### src/rtl/core/dce_pkg.sv
// Shared types and constants of the display coprocessor executor.
`timescale 1ns / 1ps
`default_nettype none

package dce_pkg;

    localparam int BEAM_W  = 17;
    localparam int T_W     = 18;
    localparam int WORD_W  = 16;
    localparam int PTR_W   = 21;
    localparam int RADDR_W = 9;
    localparam int RES_W   = 17;
    localparam int REM_W   = 8;
    localparam int X_W     = 9;
    localparam int Y_W     = 11;
    localparam int PROD_W  = Y_W + REM_W;

    typedef enum logic [2:0] {
        ACT_WRITE    = 3'd0,
        ACT_SKIPPED  = 3'd1,
        ACT_WAIT     = 3'd2,
        ACT_SKIPTEST = 3'd3,
        ACT_HALT     = 3'd4,
        ACT_RESTART  = 3'd5
    } act_t;

    typedef enum logic {
        CFG_DANGER     = 1'b0,
        CFG_LIST_START = 1'b1
    } cfg_idx_t;

    localparam logic [RADDR_W-1:0] REG_MASK      = 9'h1fe;
    localparam logic [RADDR_W-1:0] REG_SAFE_MIN  = 9'h080;
    localparam logic [RADDR_W-1:0] REG_DANGER_MIN = 9'h040;
    localparam logic [7:0]         HMASK_BITS    = 8'hfe;
    localparam logic [X_W-1:0]     X_LAST        = 9'h0e2;
    localparam logic [X_W-1:0]     X_END         = 9'h0e4;
    localparam logic [PTR_W-1:0]   PTR_MASK      = 21'h1ffffe;
    localparam logic [PTR_W-1:0]   PTR_STEP      = 21'd4;
    localparam logic [RES_W-1:0]   RESTART_CYCLE = 17'd40;

    // One classified instruction on its way from the front to the back.
    typedef struct packed {
        logic              is_wait;
        act_t              action;
        logic [RADDR_W-1:0] reg_address;
        logic [WORD_W-1:0] reg_value;
        logic [RES_W-1:0]  resume_cycle;
        logic [PTR_W-1:0]  fetch_address;
        logic [T_W-1:0]    t;
        logic [Y_W-1:0]    y;
        logic [X_W-1:0]    x;
        logic [7:0]        vmask;
        logic [7:0]        hmask;
        logic [7:0]        vpos;
        logic [7:0]        hpos;
    } item_t;

endpackage

`default_nettype wire

### src/rtl/core/dce_front.sv
// Front end: accepts instructions, splits the beam cycle into line and position, classifies.
`timescale 1ns / 1ps
`default_nettype none

module dce_front #(
    parameter int CYCLES_PER_LINE = 227
) (
    input  logic                        clk,
    input  logic                        rst_n,
    input  logic                        push,
    output logic                        full,
    input  logic                        command,
    input  logic [15:0]                 first_word,
    input  logic [15:0]                 second_word,
    input  logic [16:0]                 beam_cycle,
    input  logic                        danger_enable,
    input  logic [20:0]                 list_start,
    output logic                        q_push,
    input  logic                        q_full,
    output dce_pkg::item_t              q_data
);
    import dce_pkg::*;

    // The reciprocal is exact for every t below 2**T_W since the line length is below 2**REM_W.
    localparam int                RECIP_SH = T_W + REM_W;
    localparam longint unsigned   RECIP    = ((64'd1 << RECIP_SH) + CYCLES_PER_LINE - 1)
                                             / CYCLES_PER_LINE;
    localparam int                RECIP_W  = $clog2(RECIP + 1);
    localparam int                PRODT_W  = T_W + RECIP_W;
    localparam logic [RECIP_W-1:0] RECIP_K = RECIP_W'(RECIP);
    localparam logic [T_W-1:0]    CPL_T    = T_W'(CYCLES_PER_LINE);
    localparam logic [X_W-1:0]    CPL_X    = X_W'(CYCLES_PER_LINE);

    typedef enum logic [1:0] {F_IDLE, F_DIV, F_REM, F_PUSH} fstate_t;

    fstate_t           state_reg;
    logic              cmd_reg;
    logic [15:0]       w1_reg;
    logic [15:0]       w2_reg;
    logic [T_W-1:0]    t_reg;
    logic [Y_W-1:0]    quo_reg;
    logic [REM_W-1:0]  rem_reg;
    logic              skip_pending_reg;
    logic [PTR_W-1:0]  list_pointer_reg;

    logic              skip_pending_next;
    logic [PTR_W-1:0]  list_pointer_next;
    item_t             item;

    always_comb
    begin
        logic [X_W-1:0]     xt;
        logic [Y_W-1:0]     yt;
        logic [X_W-1:0]     xb;
        logic [X_W-1:0]     xbe;
        logic [Y_W-1:0]     yb;
        logic [X_W-1:0]     m;
        logic [7:0]         vmask;
        logic [7:0]         hmask;
        logic [7:0]         vpos;
        logic [7:0]         hpos;
        logic [7:0]         ym;
        logic [7:0]         xm;
        logic [RADDR_W-1:0] reg_no;
        logic               allowed;

        xt     = {1'b0, rem_reg};
        yt     = quo_reg;
        vmask  = {1'b1, w2_reg[14:8]};
        hmask  = w2_reg[7:0] & HMASK_BITS;
        vpos   = w1_reg[15:8] & vmask;
        hpos   = w1_reg[7:0] & hmask;
        reg_no = w1_reg[8:0] & REG_MASK;
        allowed = (reg_no >= REG_SAFE_MIN) || ((reg_no >= REG_DANGER_MIN) && danger_enable);

        // Beam position of the instruction itself, one line back when t wrapped.
        if (xt >= X_W'(2))
        begin
            xb = xt - X_W'(2);
            yb = yt;
        end
        else
        begin
            xb = xt + CPL_X - X_W'(2);
            yb = yt - Y_W'(1);
        end
        xbe = xb + X_W'(xb[0]);
        ym  = yb[7:0] & vmask;
        xm  = xbe[7:0] & hmask;

        m = xt + X_W'(2);
        if (m >= CPL_X)
        begin
            m = m - CPL_X;
        end

        item               = '0;
        item.fetch_address = (list_pointer_reg + PTR_STEP) & PTR_MASK;
        item.t             = t_reg;
        item.y             = yt;
        item.x             = xt;
        item.vmask         = vmask;
        item.hmask         = hmask;
        item.vpos          = vpos;
        item.hpos          = hpos;
        skip_pending_next  = 1'b0;

        if (cmd_reg)
        begin
            item.action        = ACT_RESTART;
            item.resume_cycle  = RESTART_CYCLE;
            item.fetch_address = list_start & PTR_MASK;
        end
        else if (!w1_reg[0])
        begin
            if (allowed)
            begin
                item.resume_cycle = RES_W'(t_reg + T_W'(rem_reg[0]));
                if (skip_pending_reg)
                begin
                    item.action = ACT_SKIPPED;
                end
                else
                begin
                    item.action      = ACT_WRITE;
                    item.reg_address = reg_no;
                    item.reg_value   = w2_reg;
                end
            end
            else
            begin
                item.action = ACT_HALT;
            end
        end
        else if (!w2_reg[0])
        begin
            item.is_wait = 1'b1;
            item.action  = ACT_WAIT;
        end
        else
        begin
            item.action       = ACT_SKIPTEST;
            item.resume_cycle = RES_W'(t_reg + T_W'(2) + T_W'(m[0]));
            skip_pending_next = (ym > vpos) || ((ym == vpos) && (xm >= hpos));
        end
        list_pointer_next = item.fetch_address;
    end

    always_ff @(posedge clk or negedge rst_n)
    begin
        if (!rst_n)
        begin
            state_reg        <= F_IDLE;
            skip_pending_reg <= 1'b0;
            list_pointer_reg <= '0;
        end
        else
        begin
            unique case (state_reg)
                F_IDLE:
                begin
                    if (push)
                    begin
                        cmd_reg   <= command;
                        w1_reg    <= first_word;
                        w2_reg    <= second_word;
                        t_reg     <= T_W'(beam_cycle) + T_W'(2);
                        state_reg <= command ? F_PUSH : F_DIV;
                    end
                end
                F_DIV:
                begin
                    // The line number is the top of t times the rounded-up reciprocal.
                    quo_reg   <= Y_W'((PRODT_W'(t_reg) * PRODT_W'(RECIP_K)) >> RECIP_SH);
                    state_reg <= F_REM;
                end
                F_REM:
                begin
                    rem_reg   <= REM_W'(t_reg - T_W'(quo_reg) * CPL_T);
                    state_reg <= F_PUSH;
                end
                F_PUSH:
                begin
                    if (!q_full)
                    begin
                        skip_pending_reg <= skip_pending_next;
                        list_pointer_reg <= list_pointer_next;
                        state_reg        <= F_IDLE;
                    end
                end
                default:
                begin
                    state_reg <= F_IDLE;
                end
            endcase
        end
    end

    assign full   = (state_reg != F_IDLE);
    assign q_push = (state_reg == F_PUSH);
    assign q_data = item;

endmodule

`default_nettype wire

### src/rtl/core/dce_queue.sv
// Two-entry queue of classified instructions between the front and the back.
`timescale 1ns / 1ps
`default_nettype none

module dce_queue (
    input  logic           clk,
    input  logic           rst_n,
    input  logic           wr_en,
    output logic           wr_full,
    input  dce_pkg::item_t wr_data,
    input  logic           rd_en,
    output logic           rd_empty,
    output dce_pkg::item_t rd_data
);
    import dce_pkg::*;

    item_t      mem [2];
    logic       wr_ptr_reg;
    logic       rd_ptr_reg;
    logic [1:0] count_reg;
    logic       do_wr;
    logic       do_rd;

    assign wr_full  = (count_reg == 2'd2);
    assign rd_empty = (count_reg == 2'd0);
    assign do_wr    = wr_en && !wr_full;
    assign do_rd    = rd_en && !rd_empty;
    assign rd_data  = mem[rd_ptr_reg];

    always_ff @(posedge clk)
    begin
        if (do_wr)
        begin
            mem[wr_ptr_reg] <= wr_data;
        end
    end

    always_ff @(posedge clk or negedge rst_n)
    begin
        if (!rst_n)
        begin
            wr_ptr_reg <= 1'b0;
            rd_ptr_reg <= 1'b0;
            count_reg  <= 2'd0;
        end
        else
        begin
            if (do_wr)
            begin
                wr_ptr_reg <= !wr_ptr_reg;
            end
            if (do_rd)
            begin
                rd_ptr_reg <= !rd_ptr_reg;
            end
            unique case ({do_wr, do_rd})
                2'b10:   count_reg <= count_reg + 2'd1;
                2'b01:   count_reg <= count_reg - 2'd1;
                default: count_reg <= count_reg;
            endcase
        end
    end

endmodule

`default_nettype wire

### src/rtl/core/dce_back.sv
// Back end: runs the wait search and holds the result register.
`timescale 1ns / 1ps
`default_nettype none

module dce_back #(
    parameter int CYCLES_PER_LINE = 227,
    parameter int LINES_PER_FRAME = 313
) (
    input  logic           clk,
    input  logic           rst_n,
    input  logic           q_empty,
    input  dce_pkg::item_t q_data,
    output logic           q_pop,
    input  logic           pop,
    output logic           empty,
    output logic [2:0]     action,
    output logic [8:0]     reg_address,
    output logic [15:0]    reg_value,
    output logic [16:0]    resume_cycle,
    output logic [20:0]    fetch_address
);
    import dce_pkg::*;

    localparam logic [X_W-1:0]    CPL_X  = X_W'(CYCLES_PER_LINE);
    localparam logic [REM_W-1:0]  CPL_R  = REM_W'(CYCLES_PER_LINE);
    localparam logic [Y_W-1:0]    LPF_Y  = Y_W'(LINES_PER_FRAME);

    typedef enum logic [2:0] {B_IDLE, B_XSCAN, B_YSCAN, B_MUL, B_FIN} bstate_t;
    typedef enum logic [1:0] {WK_PASSED, WK_FOUND, WK_NONE} wk_t;

    bstate_t           state_reg;
    wk_t               wk_reg;
    logic              next_line_reg;
    logic              full_line_reg;
    logic [T_W-1:0]    t_reg;
    logic [Y_W-1:0]    y_reg;
    logic [X_W-1:0]    x_reg;
    logic [7:0]        vmask_reg;
    logic [7:0]        hmask_reg;
    logic [7:0]        vpos_reg;
    logic [7:0]        hpos_reg;
    logic [PTR_W-1:0]  fetch_reg;
    logic [PROD_W-1:0] prod_reg;

    logic              out_valid_reg;
    act_t              out_action_reg;
    logic [RADDR_W-1:0] out_addr_reg;
    logic [WORD_W-1:0] out_value_reg;
    logic [RES_W-1:0]  out_resume_reg;
    logic [PTR_W-1:0]  out_fetch_reg;

    logic              out_free;
    logic              out_load;
    logic [7:0]        ym;
    logic [7:0]        xm;
    logic              x_more;
    logic [7:0]        ym_in;
    logic [X_W-1:0]    m;
    logic [RES_W-1:0]  found_res;

    assign out_free = !out_valid_reg || pop;
    assign out_load = out_free && (((state_reg == B_IDLE) && !q_empty && !q_data.is_wait) ||
                                   (state_reg == B_FIN));
    assign ym       = y_reg[7:0] & vmask_reg;
    assign xm       = x_reg[7:0] & hmask_reg;
    assign x_more   = (x_reg <= X_LAST) && (xm < hpos_reg);
    assign ym_in    = q_data.y[7:0] & q_data.vmask;

    // The position of a found cycle may pass the line length once when lines are short.
    always_comb
    begin
        m = x_reg + X_W'(2);
        if (m >= CPL_X)
        begin
            m = m - CPL_X;
        end
        found_res = RES_W'(prod_reg + PROD_W'(x_reg) + PROD_W'(2) + PROD_W'(m[0]));
    end

    assign q_pop = (state_reg == B_IDLE) && !q_empty && (q_data.is_wait || out_free);

    always_ff @(posedge clk or negedge rst_n)
    begin
        if (!rst_n)
        begin
            state_reg     <= B_IDLE;
            out_valid_reg <= 1'b0;
        end
        else
        begin
            if (pop && !out_load)
            begin
                out_valid_reg <= 1'b0;
            end
            unique case (state_reg)
                B_IDLE:
                begin
                    if (!q_empty)
                    begin
                        if (!q_data.is_wait)
                        begin
                            if (out_free)
                            begin
                                out_valid_reg  <= 1'b1;
                                out_action_reg <= q_data.action;
                                out_addr_reg   <= q_data.reg_address;
                                out_value_reg  <= q_data.reg_value;
                                out_resume_reg <= q_data.resume_cycle;
                                out_fetch_reg  <= q_data.fetch_address;
                            end
                        end
                        else
                        begin
                            t_reg     <= q_data.t;
                            vmask_reg <= q_data.vmask;
                            hmask_reg <= q_data.hmask;
                            vpos_reg  <= q_data.vpos;
                            hpos_reg  <= q_data.hpos;
                            fetch_reg <= q_data.fetch_address;
                            priority if (ym_in > q_data.vpos)
                            begin
                                x_reg     <= q_data.x;
                                wk_reg    <= WK_PASSED;
                                state_reg <= B_FIN;
                            end
                            else if (ym_in == q_data.vpos)
                            begin
                                y_reg         <= q_data.y;
                                x_reg         <= q_data.x + X_W'(q_data.x[0]);
                                next_line_reg <= 1'b0;
                                state_reg     <= B_XSCAN;
                            end
                            else
                            begin
                                y_reg         <= q_data.y + Y_W'(1);
                                x_reg         <= '0;
                                next_line_reg <= 1'b1;
                                state_reg     <= B_XSCAN;
                            end
                        end
                    end
                end
                B_XSCAN:
                begin
                    if (x_more)
                    begin
                        x_reg <= x_reg + X_W'(2);
                    end
                    else if (!next_line_reg)
                    begin
                        if (x_reg < X_END)
                        begin
                            wk_reg    <= WK_FOUND;
                            state_reg <= B_MUL;
                        end
                        else
                        begin
                            // Nothing left on this line: search from the start of the next.
                            y_reg         <= y_reg + Y_W'(1);
                            x_reg         <= '0;
                            next_line_reg <= 1'b1;
                        end
                    end
                    else
                    begin
                        full_line_reg <= (x_reg == X_END);
                        state_reg     <= B_YSCAN;
                    end
                end
                B_YSCAN:
                begin
                    priority if (y_reg >= LPF_Y)
                    begin
                        wk_reg    <= WK_NONE;
                        state_reg <= B_FIN;
                    end
                    else if (full_line_reg ? (ym <= vpos_reg) : (ym < vpos_reg))
                    begin
                        y_reg <= y_reg + Y_W'(1);
                    end
                    else
                    begin
                        wk_reg    <= WK_FOUND;
                        state_reg <= B_MUL;
                    end
                end
                B_MUL:
                begin
                    prod_reg  <= PROD_W'(y_reg) * PROD_W'(CPL_R);
                    state_reg <= B_FIN;
                end
                B_FIN:
                begin
                    if (out_free)
                    begin
                        out_valid_reg <= 1'b1;
                        out_addr_reg  <= '0;
                        out_value_reg <= '0;
                        out_fetch_reg <= fetch_reg;
                        unique case (wk_reg)
                            WK_PASSED:
                            begin
                                out_action_reg <= ACT_WAIT;
                                out_resume_reg <= RES_W'(t_reg + T_W'(x_reg[0]));
                            end
                            WK_FOUND:
                            begin
                                out_action_reg <= ACT_WAIT;
                                out_resume_reg <= found_res;
                            end
                            default:
                            begin
                                out_action_reg <= ACT_HALT;
                                out_resume_reg <= '0;
                            end
                        endcase
                        state_reg <= B_IDLE;
                    end
                end
                default:
                begin
                    state_reg <= B_IDLE;
                end
            endcase
        end
    end

    assign empty         = !out_valid_reg;
    assign action        = out_action_reg;
    assign reg_address   = out_addr_reg;
    assign reg_value     = out_value_reg;
    assign resume_cycle  = out_resume_reg;
    assign fetch_address = out_fetch_reg;

endmodule

`default_nettype wire

### src/rtl/core/display_coprocessor_executor.sv
// Top level of the display coprocessor executor: configuration registers and the two halves.
//
//  Channel   Handshake               Payload
//  input     push / full             command, first_word, second_word, beam_cycle
//  result    pop / empty             action, reg_address, reg_value, resume_cycle,
//                                    fetch_address
//  config    write_enable            write_index, write_data
//
// An instruction passes through the front by being taken, by the reciprocal multiply that
// gives the line, by the position in the line, and by being queued once the queue has room;
// a restart is queued straight after being taken. MOVE and SKIP go from the queue straight
// into the result register once it is free. A WAIT steps the back through line positions
// two at a time, on its own line and then on the next, and then through lines one at a time;
// the line of a found position is then multiplied by the line length. Reset clears the
// configuration, pointer, skip flag, queue and valid flag of the result register. The front
// keeps taking instructions while the back searches or a result waits, up to a full queue.
`timescale 1ns / 1ps
`default_nettype none

module display_coprocessor_executor #(
    parameter int CYCLES_PER_LINE = 227,
    parameter int LINES_PER_FRAME = 313
) (
    input  logic        clk,
    input  logic        rst_n,
    input  logic        push,
    output logic        full,
    input  logic        command,
    input  logic [15:0] first_word,
    input  logic [15:0] second_word,
    input  logic [16:0] beam_cycle,
    output logic        empty,
    input  logic        pop,
    output logic [2:0]  action,
    output logic [8:0]  reg_address,
    output logic [15:0] reg_value,
    output logic [16:0] resume_cycle,
    output logic [20:0] fetch_address,
    input  logic        write_enable,
    input  logic        write_index,
    input  logic [20:0] write_data
);
    import dce_pkg::*;

    logic        danger_reg;
    logic [20:0] list_start_reg;
    logic        q_push;
    logic        q_full;
    logic        q_pop;
    logic        q_empty;
    item_t       q_wdata;
    item_t       q_rdata;

    always_ff @(posedge clk or negedge rst_n)
    begin
        if (!rst_n)
        begin
            danger_reg     <= 1'b0;
            list_start_reg <= '0;
        end
        else if (write_enable)
        begin
            unique case (write_index)
                CFG_DANGER:     danger_reg     <= write_data[0];
                CFG_LIST_START: list_start_reg <= write_data;
                default:        danger_reg     <= danger_reg;
            endcase
        end
    end

    dce_front #(
        .CYCLES_PER_LINE (CYCLES_PER_LINE)
    ) u_front (
        .clk           (clk),
        .rst_n         (rst_n),
        .push          (push),
        .full          (full),
        .command       (command),
        .first_word    (first_word),
        .second_word   (second_word),
        .beam_cycle    (beam_cycle),
        .danger_enable (danger_reg),
        .list_start    (list_start_reg),
        .q_push        (q_push),
        .q_full        (q_full),
        .q_data        (q_wdata)
    );

    dce_queue u_queue (
        .clk      (clk),
        .rst_n    (rst_n),
        .wr_en    (q_push),
        .wr_full  (q_full),
        .wr_data  (q_wdata),
        .rd_en    (q_pop),
        .rd_empty (q_empty),
        .rd_data  (q_rdata)
    );

    dce_back #(
        .CYCLES_PER_LINE (CYCLES_PER_LINE),
        .LINES_PER_FRAME (LINES_PER_FRAME)
    ) u_back (
        .clk           (clk),
        .rst_n         (rst_n),
        .q_empty       (q_empty),
        .q_data        (q_rdata),
        .q_pop         (q_pop),
        .pop           (pop),
        .empty         (empty),
        .action        (action),
        .reg_address   (reg_address),
        .reg_value     (reg_value),
        .resume_cycle  (resume_cycle),
        .fetch_address (fetch_address)
    );

endmodule

`default_nettype wire
### config.mk
export PLATFORM = sky130hd
export DESIGN_NAME = display_coprocessor_executor
export DESIGN_NICKNAME = d
export VERILOG_FILES = /design/src/rtl/core/dce_pkg.sv /design/src/rtl/core/dce_front.sv /design/src/rtl/core/dce_queue.sv /design/src/rtl/core/dce_back.sv /design/src/rtl/core/display_coprocessor_executor.sv
export SDC_FILE = /design/constraint.sdc
export NUM_CORES = 1
export LEC_CHECK = 0
export BUFFER_PORTS_ARGS = -buffer_cell sky130_fd_sc_hd__buf_2
export CORE_UTILIZATION = 50
export DETAILED_ROUTE_END_ITERATION = 12
export HOLD_SLACK_MARGIN = 0.05
export PLACE_DENSITY = 0.67
export SYNTH_ARGS = -nofsm -noshare
export SYNTH_HDL_FRONTEND = slang
export SYNTH_SLANG_ARGS = --single-unit
### constraint.sdc
create_clock -name clk -period 15 [get_ports clk]
set_input_delay 0.75 -clock clk [delete_from_list [all_inputs] [get_ports clk]]
set_output_delay 0.75 -clock clk [all_outputs]
set_load 0.02 [all_outputs]
* Yosys cells after proc, flatten, opt, wreduce, memory -nomap -nowiden
Memory sizes are Yosys's and may differ from the RTL's. Cells that the tools add are included.
Cells by class: add/subtract/negate cells 24, multiply operators 3, divide/modulo/power cells 0, magnitude comparators 14, equal/unequal tests 33, shifts and indexed selects 0, muxes and demuxes 108, bitwise gates (word level) 11, reduce and logical (&&, ||, !) cells 48
Operators with widths (count):
- $mux 17 | 7
- $mux 21 | 5
- $mux 11 | 9
- $mux 9 | 11
- $mux 25 | 3
- $add 17x1->17 | 4
- $pmux 17 s2 | 2
- $mux 16 | 4
- $and 8x8->8 | 7
- $mux 3 | 17
- $mux 42 | 1
- $pmux 21 s2 | 1
- $mul 18x18->36 const B | 1
- $pmux 9 s2 | 2
- $add 17x2->17 const B | 2
- $pmux 11 s3 | 1
- $pmux 16 s2 | 1
- $ge 9x8->1 const B | 3
- $mux 1 | 24
- $reduce_and 6->1 | 4
- $add 11x1->11 const B | 2
- $mux 2 | 11
- $add 21x3->21 const B | 1
- $ne 2x2->1 const B | 10
- 56 further kinds | 108
Word-level totals: flip-flop bits (word level) 301, latch bits 0, bits in writable memories 268, bits in read-only memories 0, bits of input ports 77, output and inout port bits 68, word-level logic and storage cells 275, memories kept 1
Memories:
- u_queue.mem | depth 2, bits a word 134, rd ports 1, clocked after Yosys merged registers in 0, wr ports 1, line dce_queue.sv:17 | item_t mem [2];

* Logic depth before layout (Yosys ltp)
word-level depth 13, mapped depth 21, gate-level depth less buffers 21

* Modules after synthesis
From an unflattened synthesis, not the netlist that was laid out.
Unflattened totals: cells, all modules 2573, area, all modules 32931.6 µm²
By module, submodules not included:
- dce_front | instances 1, cells an instance 1173, area each 11121.9 µm², seq. area each 2677.6 µm²
- dce_back | instances 1, cells an instance 908, area each 10774.1 µm², seq. area each 5415.2 µm²
- dce_queue | instances 1, cells an instance 444, area each 10127.2 µm², seq. area each 8328.0 µm²
- display_coprocessor_executor | instances 1, cells an instance 48, area each 908.4 µm², seq. area each 550.5 µm²

* Worst setup path before layout
No wires, ideal clock.
kind register -> register, start point reg u_front.state_reg[1], end point mem u_queue.mem[0][100] in the netlist's numbering, enable pin, library setup time 0.621 ns, arrival time 6.771 ns, data required time 14.379 ns, setup slack 7.608 ns, cell stages (with the launch flop) 8, buffers on the path 3, period minus slack after synthesis 7.392 ns, cells stage by stage dfrtp_1 -> ha_1 -> and2_1 -> clkbuf_1 -> inv_1 -> clkbuf_1 -> buf_1 -> nor2_1
Between the ends: cells in the longest elaborated chain, start to end 4
Ends and longest elaborated chain:
- start: declaration | line dce_front.sv:36 | fstate_t state_reg;
- start signal: assignment | line dce_front.sv:168 | state_reg <= command ? F_PUSH : F_DIV;
- $eq 2x2->1 | line dce_front.sv:200 | assign q_push = (state_reg == F_PUSH);
- $logic_and 1x1->1 | line dce_queue.sv:26 | assign do_wr = wr_en && !wr_full;
- $mux 1 | line dce_queue.sv:32 | if (do_wr)
- $mux 1 (implied by the code) | line dce_queue.sv:34 | mem[wr_ptr_reg] <= wr_data;
- end: declaration | line dce_queue.sv:17
Every way passes these cells.

* Final worst setup path
start point reg u_front.t_reg[10], end point reg u_front.quo_reg[8] (data pin)
Between the ends: cells in the longest elaborated chain, start to end 1
Ends and longest elaborated chain:
- start: declaration | line dce_front.sv:40 | logic [T_W-1:0] t_reg;
- start signal: assignment | line dce_front.sv:167 | t_reg <= T_W'(beam_cycle) + T_W'(2);
- $mul 18x18->36 | line dce_front.sv:174 | quo_reg <= Y_W'((PRODT_W'(t_reg) * PRODT_W'(RECIP_K)) >> RECIP_SH);
- end signal: assignment | line dce_front.sv:174
- end: declaration | line dce_front.sv:41 | logic [Y_W-1:0] quo_reg;
Every way passes these cells. A chain may end at the register's enable or synchronous reset.

==> flow_summary.yaml <==
place:
  quantity_of_i_o_buffers_inserted_on_ports: 142
  postPlaceCellArea_um2: 33400
  place.gp.congestion: 0.883
  detailed_place_hpwl_um: 52300
setup_path:
  critical_path_arrival_ps: 6650
  r2r_end: "u_front.quo_reg[8]"
  crit_path_end_kind: "flip-flop"
  rr_startpoint: "u_front.t_reg[10]"
  worst_ep_required_time_ps: 15350
  worst-r2r-cell-count: 21
  worstSetupStartpointType: "flip-flop"
  critical_path_peak_fanout: 15
  timing.reg2reg.setup_slack_ps: 8700
  timing.setup.critical_path_class: "reg2reg"
run:
  drv.max_cap_violation_count: 0
sta:
  tightest_slew_ps: 1160
  max_slew_margin_pct: 22.5
  finalMaxSlewViolations: 0
  maxClockFrequency_ghz: 0.159
  final.period_utilization_pct: 42.0
  post-route-min-period_ps: 6300
  setup_viol: 0
  rsz0062_at_grt: "no"
  tns_ps: 0
  fin_clk_skew_ps: 28.7
  timing_hold_violations_final: 0
floorplanning:
  top_level_ports: 145
  initial_core_utilization_pct: 51.0
  chipWidth_um: 254
  die_h_um: 254
  core.rowCount: 91
  floorplan_die_area_um2: 64500
  core_area_um2: 62200
clock_tree:
  postCtsResizedCells: 0
  htree_levels: 2
  hold_buffer_count_at_cts: 0
  cts_tree: "yes"
  cts_buffers: 59
  clock_sink_count: 553
  cts_setup_buffers: 0
  clock_latency_ps: 620
  clk_root_buffer_cell: "sky130_fd_sc_hd__clkbuf_16"
  cts.reportedPaths.clkPinSlew_ps: 60
  cts-root-to-sink-buffers: 3
final_layout:
  max_flop_register: "u_queue.mem"
  fin_nets: 3169
  register_area_um2: 16300
  largest_register_ff_count: 260
  flow.area_growth_from_synthesis_pct: 11.5
  fin_area_um2: 35400
  multiInputGateArea_um2: 14200
  fraction_of_final_layout_cells_with_drive_strength_greater_than_1_pct: 14.1
  antenna_cells: 0
  fillerInstances: 5135
worst_hold_path:
  min-delay-path-class: "in2async"
outcome:
  run_status: "complete, no violations"
detailed_routing:
  vias: 19720
  drt-vias-per-instance: 5.53
  totalWireLength_um: 71100
  drt.antenna.violating_nets: 0
  firstDrtPassIters: 6
  drt_first_iter_violations: 1313
  remaining_drc_errors: 0
  average_wire_length_per_cell_after_detail_routing_um: 19.9
yosys:
  ys.flop_type: "sky130_fd_sc_hd__edfxtp_1"
  netlist_area_um2: 31700
  synth.area.top_cells: "sky130_fd_sc_hd__edfxtp_1 47%, sky130_fd_sc_hd__ha_1 13%, sky130_fd_sc_hd__fa_1 5.1%"
  postSynthRegisterBits: 553
  post_synth_inst_count: 2523
  yosys_warnings: 0
  post_synth.cell_area_avg_um2: 12.6
  synth_enable_flop_cells: 501
  synthDominantAreaCellType: "sky130_fd_sc_hd__edfxtp_1"
  synth_top_area_share_pct: 47.4
  synthDistinctLibCells: 85
  ys_seq_area_share_pct: 51.5
  async_flop_share_pct: 9.40
grt:
  grt_util_met2_pct: 37.0
  grt_use_total_pct: 22.6
  grt_use_met1_pct: 31.4
  antenna_found_initial: 4
  first_global_vias: 20221
  wire_length_of_the_first_global_routing_pass_um: 112000
  grt_start_max_net_pins: 73
  gr-usage-met3_pct: 3.13
  grt_overflow: 0
  busiest_layer: "met2"
power_and_ir_drop:
  peak_vdd_ir_mv: 0.293
  total_leakage_power_uw: 0.0147
  power_density_nw_per_um2: 241
synthesized netlist by cell type, types with 14 or more instances:
| cell | instances |
|---|---|
| sky130_fd_sc_hd__o22ai_1 | 20 |
| sky130_fd_sc_hd__o21ai_0 | 75 |
| sky130_fd_sc_hd__and3_1 | 23 |
| sky130_fd_sc_hd__xnor2_1 | 110 |
| sky130_fd_sc_hd__a21oi_1 | 84 |
| sky130_fd_sc_hd__edfxtp_1 | 501 |
| sky130_fd_sc_hd__xor2_1 | 81 |
| sky130_fd_sc_hd__nor3_1 | 30 |
| sky130_fd_sc_hd__buf_2 | 15 |
| sky130_fd_sc_hd__nand4_1 | 18 |
| sky130_fd_sc_hd__and2_1 | 65 |
| sky130_fd_sc_hd__clkbuf_1 | 44 |
| sky130_fd_sc_hd__fa_1 | 81 |
| sky130_fd_sc_hd__inv_1 | 228 |
| sky130_fd_sc_hd__nand2b_1 | 21 |
| sky130_fd_sc_hd__ha_1 | 332 |
| sky130_fd_sc_hd__mux2i_1 | 74 |
| sky130_fd_sc_hd__mux2_2 | 108 |
| sky130_fd_sc_hd__nand3_1 | 49 |
| sky130_fd_sc_hd__nor2b_1 | 14 |
| sky130_fd_sc_hd__nor2_1 | 133 |
| sky130_fd_sc_hd__a21o_1 | 34 |
| sky130_fd_sc_hd__dfrtp_1 | 52 |
| sky130_fd_sc_hd__nand2_1 | 172 |
stage by stage:
stage	total power [uW]	hold WS, ps	std cells	util, %	setup WS [ps]
2_1_floorplan	5950	421	2524	-	7610
3_3_place_gp	6930	430	3455	53.7	8720
3_5_place_dp	7020	445	3455	53.7	8740
4_1_cts	8600	93.7	3566	56.9	8680
5_1_grt	9290	116	3566	56.9	8300
6_report	8530	114	3566	56.9	8700
area by class of cell:
type / instances / area share [%]
flip-flops and latches: 553 / 46.2
multi-input cells: 1675 / 40.3
clock buffers: 70 / 4.41
well taps: 837 / 2.96
inverters: 229 / 2.43
repair buffers: 161 / 2.41
clock inverters: 41 / 1.29
worst max-delay path by stage:
stage,depth (start not counted),startpoint,endpoint,slack [ps]
2_1_floorplan,7,u_front.state_reg[1],u_queue.mem[0][100],7610
3_3_place_gp,21,u_front.t_reg[10],u_front.quo_reg[8],8720
3_5_place_dp,21,u_front.t_reg[10],u_front.quo_reg[8],8740
4_1_cts,21,u_front.t_reg[10],u_front.quo_reg[8],8680
5_1_grt,21,u_front.t_reg[10],u_front.quo_reg[8],8300
6_report,21,u_front.t_reg[10],u_front.quo_reg[8],8700
worst max-delay path: stages (launching register included):
cell	delay [ps]
sky130_fd_sc_hd__edfxtp_1	750
sky130_fd_sc_hd__ha_1	380
sky130_fd_sc_hd__xor2_1	160
sky130_fd_sc_hd__ha_1	190
sky130_fd_sc_hd__a21o_1	160
sky130_fd_sc_hd__ha_1	260
sky130_fd_sc_hd__inv_1	40
sky130_fd_sc_hd__fa_1	480
sky130_fd_sc_hd__inv_1	50
sky130_fd_sc_hd__fa_1	530
sky130_fd_sc_hd__inv_1	60
sky130_fd_sc_hd__fa_1	530
sky130_fd_sc_hd__inv_1	40
sky130_fd_sc_hd__ha_1	290
sky130_fd_sc_hd__and4_1	250
sky130_fd_sc_hd__nand4_1	180
sky130_fd_sc_hd__a2111oi_0	110
sky130_fd_sc_hd__nor4_1	860
sky130_fd_sc_hd__nor2_1	200
sky130_fd_sc_hd__a21o_1	250
sky130_fd_sc_hd__a21oi_1	180
sky130_fd_sc_hd__xnor2_1	80
routing by layer:
layer | up-vias | part of all wire, %
met2 | 477 | 48
met4 | 0 | 2.4
met3 | 102 | 4.7
met5 | - | 0
li1 | 9321 | -
met1 | 9820 | 45
cells by family (layout without fill, tap and decap cells):
| family | count (synthesis) | count (layout) | synth area share (%) |
|---|---|---|---|
| AO/OA/AOI/OAI | 309 | 309 | 6.16 |
| XOR/XNOR | 191 | 191 | 5.27 |
| flip-flops | 553 | 553 | 51.5 |
| AND/OR/NAND/NOR | 578 | 578 | 8.99 |
| adder cells (fa/ha/maj) | 413 | 413 | 18.2 |
| other | 1 | 2 | 0.0118 |
| multiplexers | 182 | 182 | 6.17 |
| buffers and inverters | 296 | 501 | 3.69 |
where the power goes:
| group | internal [uW] | switching, uW |
|---|---|---|
| sequential | 2370 | 287 |
| clock | 897 | 610 |
| combinational | 1830 | 2540 |
layout by cell type (no fill, tap or decap), types with 6 or more instances in the layout:
| cell | instances |
|---|---|
| sky130_fd_sc_hd__a211oi_1 | 10 |
| sky130_fd_sc_hd__a21o_1 | 34 |
| sky130_fd_sc_hd__a21oi_1 | 84 |
| sky130_fd_sc_hd__a22oi_1 | 6 |
| sky130_fd_sc_hd__a31oi_1 | 10 |
| sky130_fd_sc_hd__and2_1 | 63 |
| sky130_fd_sc_hd__and3_1 | 22 |
| sky130_fd_sc_hd__and4_1 | 6 |
| sky130_fd_sc_hd__buf_2 | 142 |
| sky130_fd_sc_hd__buf_4 | 19 |
| sky130_fd_sc_hd__bufinv_16 | 9 |
| sky130_fd_sc_hd__clkbuf_1 | 8 |
| sky130_fd_sc_hd__clkbuf_16 | 60 |
| sky130_fd_sc_hd__clkinv_1 | 13 |
| sky130_fd_sc_hd__clkinv_2 | 9 |
| sky130_fd_sc_hd__dfrtp_1 | 51 |
| sky130_fd_sc_hd__edfxtp_1 | 501 |
| sky130_fd_sc_hd__fa_1 | 81 |
| sky130_fd_sc_hd__ha_1 | 332 |
| sky130_fd_sc_hd__inv_1 | 228 |
| sky130_fd_sc_hd__mux2_2 | 108 |
| sky130_fd_sc_hd__mux2i_1 | 74 |
| sky130_fd_sc_hd__nand2_1 | 172 |
| sky130_fd_sc_hd__nand2b_1 | 21 |
| sky130_fd_sc_hd__nand3_1 | 49 |
| sky130_fd_sc_hd__nand4_1 | 18 |
| sky130_fd_sc_hd__nor2_1 | 130 |
| sky130_fd_sc_hd__nor2b_1 | 14 |
| sky130_fd_sc_hd__nor3_1 | 30 |
| sky130_fd_sc_hd__nor4_1 | 9 |
| sky130_fd_sc_hd__o21a_1 | 9 |
| sky130_fd_sc_hd__o21ai_0 | 75 |
| sky130_fd_sc_hd__o21bai_1 | 6 |
| sky130_fd_sc_hd__o22a_1 | 6 |
| sky130_fd_sc_hd__o22ai_1 | 20 |
| sky130_fd_sc_hd__or3_1 | 8 |
| sky130_fd_sc_hd__xnor2_1 | 110 |
| sky130_fd_sc_hd__xor2_1 | 81 |
(Power assumes the default switching activity.)
